===== src/hdl/spq_pkg.sv =====
// ----------------------------------------------------------------------------
// spq_pkg
// Shared types and constants for the sorted priority queue.
// ----------------------------------------------------------------------------
package spq_pkg;

  localparam int DEF_CAPACITY  = 16;
  localparam int DEF_KEY_WIDTH = 32;

  localparam logic OP_INSERT = 1'b0;
  localparam logic OP_REMOVE = 1'b1;

  typedef enum logic [1:0] {
    STATUS_OK    = 2'd0,
    STATUS_FULL  = 2'd1,
    STATUS_EMPTY = 2'd2
  } status_t;

  // controller -> datapath
  typedef struct packed {
    logic accept;      // latch the request key
    logic ins_start;   // set up the walk from the tail, read the last entry
    logic ins_shift;   // move the entry just read up one slot, read the next
    logic ins_place;   // write the key into the free slot, report
    logic rem_start;   // read the entry at the head
    logic rem_finish;  // report the head entry, advance the head
    logic emit_full;   // report an insert dropped on a full queue
    logic emit_empty;  // report a remove on an empty queue
  } spq_cmd_t;

  // datapath -> controller
  typedef struct packed {
    logic full;
    logic empty;
    logic walk_stop;   // free slot found: no entry left or entry below key
  } spq_stat_t;

endpackage


===== src/hdl/sorted_priority_queue_top.sv =====
// ----------------------------------------------------------------------------
// sorted_priority_queue_top
// Bounded priority queue of signed keys kept in ascending order; insert
// and remove-smallest requests, one result per request.
//
//   channel  | handshake          | fields
//   ---------+--------------------+----------------------------------------
//   request  | start && !busy     | operation, key_in
//   result   | done (one cycle)   | removed_key, status, entry_count,
//            |                    | is_empty
//
// Removes read the head entry, then report it; dropped inserts and removes
// on empty are reported without touching the store. An insert walks from
// the tail, moving each entry not below the key up one slot, then writes
// the key into the free slot. busy is high only for removes and walks.
// Reset clears count, pointers and done; the key store needs no clearing.
// The result strobe cannot be held off.
// ----------------------------------------------------------------------------
module sorted_priority_queue_top
  import spq_pkg::*;
#(
  parameter int CAPACITY  = DEF_CAPACITY,
  parameter int KEY_WIDTH = DEF_KEY_WIDTH
)(
  input  logic                            clk,
  input  logic                            rst,
  input  logic                            start,
  output logic                            busy,
  input  logic                            operation,
  input  logic signed [KEY_WIDTH-1:0]     key_in,
  output logic                            done,
  output logic signed [KEY_WIDTH-1:0]     removed_key,
  output logic [1:0]                      status,
  output logic [$clog2(CAPACITY+1)-1:0]   entry_count,
  output logic                            is_empty
);

  spq_cmd_t  cmd;
  spq_stat_t stat;

  spq_ctrl u_ctrl (
    .clk       (clk),
    .rst       (rst),
    .start     (start),
    .operation (operation),
    .stat      (stat),
    .cmd       (cmd),
    .busy      (busy)
  );

  spq_datapath #(
    .CAPACITY  (CAPACITY),
    .KEY_WIDTH (KEY_WIDTH)
  ) u_datapath (
    .clk         (clk),
    .rst         (rst),
    .cmd         (cmd),
    .key_in      (key_in),
    .stat        (stat),
    .done        (done),
    .removed_key (removed_key),
    .status      (status),
    .entry_count (entry_count),
    .is_empty    (is_empty)
  );

endmodule


===== src/hdl/spq_ctrl.sv =====
// ----------------------------------------------------------------------------
// spq_ctrl
// Sequencer for insert walks and removes of the sorted priority queue.
// ----------------------------------------------------------------------------
module spq_ctrl
  import spq_pkg::*;
(
  input  logic      clk,
  input  logic      rst,
  input  logic      start,
  input  logic      operation,
  input  spq_stat_t stat,
  output spq_cmd_t  cmd,
  output logic      busy
);

  typedef enum logic [1:0] {
    S_IDLE,
    S_WALK,
    S_REM
  } state_t;

  state_t state, state_next;

  assign busy = (state != S_IDLE);

  always_comb begin
    cmd        = '0;
    state_next = state;
    unique case (state)
      S_IDLE: begin
        if (start) begin
          cmd.accept = 1'b1;
          if (operation == OP_INSERT) begin
            if (stat.full) begin
              cmd.emit_full = 1'b1;
            end else begin
              cmd.ins_start = 1'b1;
              state_next    = S_WALK;
            end
          end else begin
            if (stat.empty) begin
              cmd.emit_empty = 1'b1;
            end else begin
              cmd.rem_start = 1'b1;
              state_next    = S_REM;
            end
          end
        end
      end
      S_WALK: begin
        if (stat.walk_stop) begin
          cmd.ins_place = 1'b1;
          state_next    = S_IDLE;
        end else begin
          cmd.ins_shift = 1'b1;
        end
      end
      S_REM: begin
        cmd.rem_finish = 1'b1;
        state_next     = S_IDLE;
      end
      default: state_next = S_IDLE;
    endcase
  end

  always_ff @(posedge clk) begin
    if (rst) begin
      state <= S_IDLE;
    end else begin
      state <= state_next;
    end
  end

`ifndef SYNTHESIS
  a_one_cmd: assert property (@(posedge clk) disable iff (rst)
    $onehot0({cmd.ins_start, cmd.ins_shift, cmd.ins_place, cmd.rem_start,
              cmd.rem_finish, cmd.emit_full, cmd.emit_empty}))
    else $error("spq_ctrl: more than one datapath command");
  a_rem_done: assert property (@(posedge clk) disable iff (rst)
    cmd.rem_start |=> cmd.rem_finish)
    else $error("spq_ctrl: remove not completed in the following cycle");
  a_walk_ok: assert property (@(posedge clk) disable iff (rst)
    cmd.ins_start |-> !stat.full)
    else $error("spq_ctrl: insert walk started on a full queue");
`endif

endmodule


===== src/hdl/spq_datapath.sv =====
// ----------------------------------------------------------------------------
// spq_datapath
// Circular key store with head and tail pointers, walk registers and
// result registers.
// ----------------------------------------------------------------------------
module spq_datapath
  import spq_pkg::*;
#(
  parameter int CAPACITY  = DEF_CAPACITY,
  parameter int KEY_WIDTH = DEF_KEY_WIDTH
)(
  input  logic                            clk,
  input  logic                            rst,
  input  spq_cmd_t                        cmd,
  input  logic signed [KEY_WIDTH-1:0]     key_in,
  output spq_stat_t                       stat,
  output logic                            done,
  output logic signed [KEY_WIDTH-1:0]     removed_key,
  output logic [1:0]                      status,
  output logic [$clog2(CAPACITY+1)-1:0]   entry_count,
  output logic                            is_empty
);

  localparam int AW = (CAPACITY > 1) ? $clog2(CAPACITY) : 1;
  localparam int CW = $clog2(CAPACITY+1);

  function automatic logic [AW-1:0] addr_inc(input logic [AW-1:0] a);
    addr_inc = (a == AW'(CAPACITY-1)) ? '0 : a + AW'(1);
  endfunction

  function automatic logic [AW-1:0] addr_dec(input logic [AW-1:0] a);
    addr_dec = (a == '0) ? AW'(CAPACITY-1) : a - AW'(1);
  endfunction

  logic signed [KEY_WIDTH-1:0] mem [CAPACITY];
  logic signed [KEY_WIDTH-1:0] rd_data;
  logic signed [KEY_WIDTH-1:0] key_reg;
  logic [AW-1:0]               head;
  logic [AW-1:0]               tail;
  logic [AW-1:0]               ptr;
  logic [AW-1:0]               wptr;
  logic [CW-1:0]               count;
  logic [CW-1:0]               rem;

  logic [AW-1:0]               rd_addr;
  logic                        wr_en;
  logic signed [KEY_WIDTH-1:0] wr_data;

  assign stat.full      = (count == CW'(CAPACITY));
  assign stat.empty     = (count == '0);
  assign stat.walk_stop = (rem == '0) || (rd_data < key_reg);

  always_comb begin
    priority if (cmd.ins_start) begin
      rd_addr = addr_dec(tail);
    end else if (cmd.ins_shift) begin
      rd_addr = addr_dec(ptr);
    end else begin
      rd_addr = head;
    end
  end

  assign wr_en   = cmd.ins_shift | cmd.ins_place;
  assign wr_data = cmd.ins_place ? key_reg : rd_data;

  // store: one write port, one registered read port
  always_ff @(posedge clk) begin
    if (wr_en) begin
      mem[wptr] <= wr_data;
    end
    rd_data <= mem[rd_addr];
  end

  // walk and key registers
  always_ff @(posedge clk) begin
    if (cmd.accept) begin
      key_reg <= key_in;
    end
    if (cmd.ins_start) begin
      ptr  <= addr_dec(tail);
      wptr <= tail;
      rem  <= count;
    end else if (cmd.ins_shift) begin
      ptr  <= addr_dec(ptr);
      wptr <= ptr;
      rem  <= rem - CW'(1);
    end
  end

  // queue pointers and count
  always_ff @(posedge clk) begin
    if (rst) begin
      head  <= '0;
      tail  <= '0;
      count <= '0;
    end else begin
      if (cmd.ins_place) begin
        tail  <= addr_inc(tail);
        count <= count + CW'(1);
      end else if (cmd.rem_finish) begin
        head  <= addr_inc(head);
        count <= count - CW'(1);
      end
    end
  end

  // result registers, one-cycle strobe
  always_ff @(posedge clk) begin
    if (rst) begin
      done <= 1'b0;
    end else begin
      done <= cmd.ins_place | cmd.rem_finish | cmd.emit_full | cmd.emit_empty;
    end
    if (cmd.ins_place) begin
      removed_key <= '0;
      status      <= STATUS_OK;
      entry_count <= count + CW'(1);
      is_empty    <= 1'b0;
    end else if (cmd.rem_finish) begin
      removed_key <= rd_data;
      status      <= STATUS_OK;
      entry_count <= count - CW'(1);
      is_empty    <= (count == CW'(1));
    end else if (cmd.emit_full) begin
      removed_key <= '0;
      status      <= STATUS_FULL;
      entry_count <= count;
      is_empty    <= (count == '0);
    end else if (cmd.emit_empty) begin
      removed_key <= '0;
      status      <= STATUS_EMPTY;
      entry_count <= count;
      is_empty    <= 1'b1;
    end
  end

`ifndef SYNTHESIS
  logic [CW:0] tail_sum;
  assign tail_sum = {1'b0, count} + (CW+1)'(head);

  a_count_cap: assert property (@(posedge clk) disable iff (rst)
    count <= CW'(CAPACITY))
    else $error("spq_datapath: count beyond capacity");
  a_tail_pos: assert property (@(posedge clk) disable iff (rst)
    (tail_sum == (CW+1)'(tail)) || (tail_sum == (CW+1)'(tail) + (CW+1)'(CAPACITY)))
    else $error("spq_datapath: tail not head plus count");
  a_shift_rem: assert property (@(posedge clk) disable iff (rst)
    cmd.ins_shift |-> (rem != '0))
    else $error("spq_datapath: shift with no entry left");
`endif

endmodule

===== config.mk =====
export PLATFORM = sky130hd
export DESIGN_NAME = sorted_priority_queue_top
export DESIGN_NICKNAME = d
export VERILOG_FILES = /design/src/hdl/spq_pkg.sv /design/src/hdl/sorted_priority_queue_top.sv /design/src/hdl/spq_ctrl.sv /design/src/hdl/spq_datapath.sv
export SDC_FILE = /design/constraint.sdc
export NUM_CORES = 1
export LEC_CHECK = 0
export BUFFER_PORTS_ARGS = -buffer_cell sky130_fd_sc_hd__buf_2
export CAP_MARGIN = 30
export CORE_ASPECT_RATIO = 0.75
export CORE_MARGIN = 5
export CORE_UTILIZATION = 55
export DETAILED_ROUTE_END_ITERATION = 10
export PLACE_DENSITY = 0.73
export SLEW_MARGIN = 20
export SYNTH_ARGS = -nofsm -noshare
export SYNTH_HDL_FRONTEND = slang
export SYNTH_HIERARCHICAL = 1
export SYNTH_SLANG_ARGS = --single-unit
export TNS_END_PERCENT = 100

===== constraint.sdc =====
create_clock -name clk -period 7.9 [get_ports clk]
set_input_delay 0.395 -clock clk [delete_from_list [all_inputs] [get_ports clk]]
set_output_delay 0.395 -clock clk [all_outputs]
set_load 0.03 [all_outputs]

==> results.py <==
metrics = {
    "status": {
        "status": "finished, final reports clean",
    },
    "finish": {
        "fin_cells": 2041,
        "largest_register": "u_datapath/mem",
        "fillers": 2970,
        "area_delta_synth_final_pct": 15.0,
        "multi_input_comb_area_um2": 6100,
        "finalInstanceArea_um2": 28600,
        "final_nets": 1485,
        "drive_above_1_share_pct": 27.5,
        "largest_reg_flops": 512,
        "antenna_cells": 0,
        "regArea_um2": 18500,
        "final_core_util_pct": 64.0,
    },
    "yosys": {
        "syn_avg_cell_area_um2": 19.7,
        "synthesis.nets": 1343,
        "synth_cells": 1265,
        "synth_area_um2": 24900,
        "synth_warnings": 6,
    },
    "clocking": {
        "cts.sinks": 645,
        "cts_tree": "yes",
        "post-cts-setup-buffers": 0,
        "htreeDepth": 2,
        "numCtsBuffers": 58,
        "cts_resized": 0,
        "cts.path.max_buffers": 3,
        "root_buffer": "clkbuf_16",
        "clk_pin_slew_ns": 0.06,
        "worstSkewPairLatency_ns": 0.60,
    },
    "die": {
        "rows": 67,
        "ioPinCount": 78,
        "die_y_um": 194,
        "start_util_pct": 55.6,
        "dieArea_um2": 49700,
        "core-area_um2": 44800,
        "die_w_um": 256,
    },
    "timing": {
        "fin_crit_sh_pct": 70.0,
        "setup-tns-final_ns": 0,
        "setup_ws_ns": 2.37,
        "tightestPinTransition_ns": 0.919,
        "relSlewSlack_pct": 38.4,
        "setup_violations": 0,
        "hold_viol_final": 0,
        "finalMaxSlewViolations": 0,
        "rsz0062_at_grt": "false",
        "layout_min_cycle_time_ns": 5.53,
        "fmax_ghz": 0.181,
        "fin_skew_ns": 0.0209,
    },
    "worst_setup_path": {
        "slowest_delay_ns": 0.60,
        "start_kind": "register",
        "critical_path_peak_fanout": 51,
        "path_class": "register to register",
        "worst_path_max_delay_cell": "mux4_2",
        "path_cells": "inv_1, ha_1, a211o_1, a31oi_1, o221ai_1, a211o_1, a21oi_1, mux2_2, nor3b_2, a31oi_1, o22ai_4, buf_12, mux4_2, a22o_1, a221o_1",
        "crit_arrival_ns": 6.01,
        "end_kind": "register",
        "worstPathRequired_ns": 8.38,
    },
    "routing": {
        "routed_wl_um": 54200,
        "detail_route.vias_per_cell": 6.16,
        "vias": 12600,
        "avgRoutedWirePerCell_um": 26.6,
        "drtPass1Iterations": 5,
        "drt_iter0_drc": 1267,
        "ant_nets": 0,
        "drc": 0,
    },
    "placed_design": {
        "gp_congestion": 0.778,
        "io_buffers": 77,
        "pre_cts_ws_ns": 1.98,
        "dp.cells": 1900,
        "dpl.hpwl_um": 29500,
        "placed_cell_area_um2": 26200,
    },
    "power": {
        "p_seq_share_pct": 47.7,
        "power_switching_share_pct": 27.1,
        "pwr-share-comb_pct": 20.8,
        "vdd_ir_drop_max_mv": 0.181,
        "p_sw_mw": 2.61,
        "p_int_mw": 7.02,
        "clockPowerShare_pct": 31.6,
        "power.density_nw_per_um2": 336,
        "p_leak_nw": 9.78,
    },
    "grt": {
        "grt_overflow_total": 0,
        "grt_antenna_before_repair": 0,
        "grt_first_pass_wirelength_um": 82500,
        "grt_pass1_vias": 12800,
        "track_usage_pct": 21.9,
        "grt_max_degree": 129,
    },
    "worst_hold_path": {
        "hold_path.class": "primary input to register",
    },
    "flow_run": {
        "cap_violations": 0,
    },
}
worst max-delay path: cells and delay by family, from the launching register on:
family,cells,cell delay (ns)
muxes,2,1.02
DFF,1,0.40
and+or+nand+nor,1,0.52
buffers and inverters,2,0.48
adders and majority gates,1,0.23
AOI/OAI and AO/OA,9,2.72
layer usage:
metal / wire (µm) / GRT usage (%) / vias up
met2: 26400 / 35.4 / 524
li1: - / - / 5469
met4: 1010 / 4.58 / 0
met5: 0 / 0 / -
met3: 3830 / 2.98 / 81
met1: 23000 / 32.7 / 6504
final timing paths:
check | slack, ns | startpoint | endpoint | depth (start not counted)
hold / removal | 0.04 | key_in[23] | u_datapath/key_reg[23] | 1
hold reg to reg | 0.47 | u_datapath/removed_key[6] | u_datapath/removed_key[6] | 1
setup / recovery | 2.37 | u_datapath/key_reg[2] | u_datapath/rd_data[5] | 15
setup reg to reg | 2.37 | u_datapath/key_reg[2] | u_datapath/rd_data[5] | 15
stage by stage:
stage          power [mW]  hold slack, ns
2_1_floorplan        5.99           0.459
3_3_place_gp         6.57           0.450
3_5_place_dp         6.64           0.454
4_1_cts              9.68         0.00239
5_1_grt              10.0        0.000300
6_report             9.63          0.0372
power groups by stage:
stage / Combinational, mW / Sequential, mW / Clock [mW]
after floorplan: 1.36 / 4.63 / 0
after global placement: 1.92 / 4.65 / 0
after detailed placement: 1.98 / 4.66 / 0
after CTS: 2.00 / 4.59 / 3.08
after global routing: 2.18 / 4.61 / 3.24
final: 2.00 / 4.59 / 3.04
placed cells by master, fill, tap and decap left out, types with 5 or more instances in the layout:
cell / n
nor3_2: 5
inv_1: 44
clkbuf_1: 12
bufinv_16: 13
mux2_2: 35
buf_12: 5
nand2_1: 32
clkbuf_16: 59
mux4_2: 128
a22o_1: 65
clkinv_2: 10
nor2_1: 21
edfxtp_1: 562
xor2_1: 6
nand2b_1: 7
dfxtp_1: 83
nor2_4: 14
ha_1: 42
buf_2: 78
buf_4: 27
a221o_1: 32
nand3_1: 5
a21oi_1: 28
clkinv_1: 6
o21ai_0: 18
nor2b_1: 7
dlygate4sd3_1: 31
layout make-up:
type                    count  area share [%]
clock buffers              75            5.50
flip-flops and latches    645            64.7
clock inverters            33            1.73
repair buffers            142            3.60
inverters                  46           0.603
multi-input cells         514            21.3
well taps                 586            2.56
what timing repair did:
action                                  in CTS  in global routing
hold buffers                                30                  1
endpoints found under the setup margin       0                  0
hold endpoints to repair                    30                  1
(Power assumes the default switching activity.)
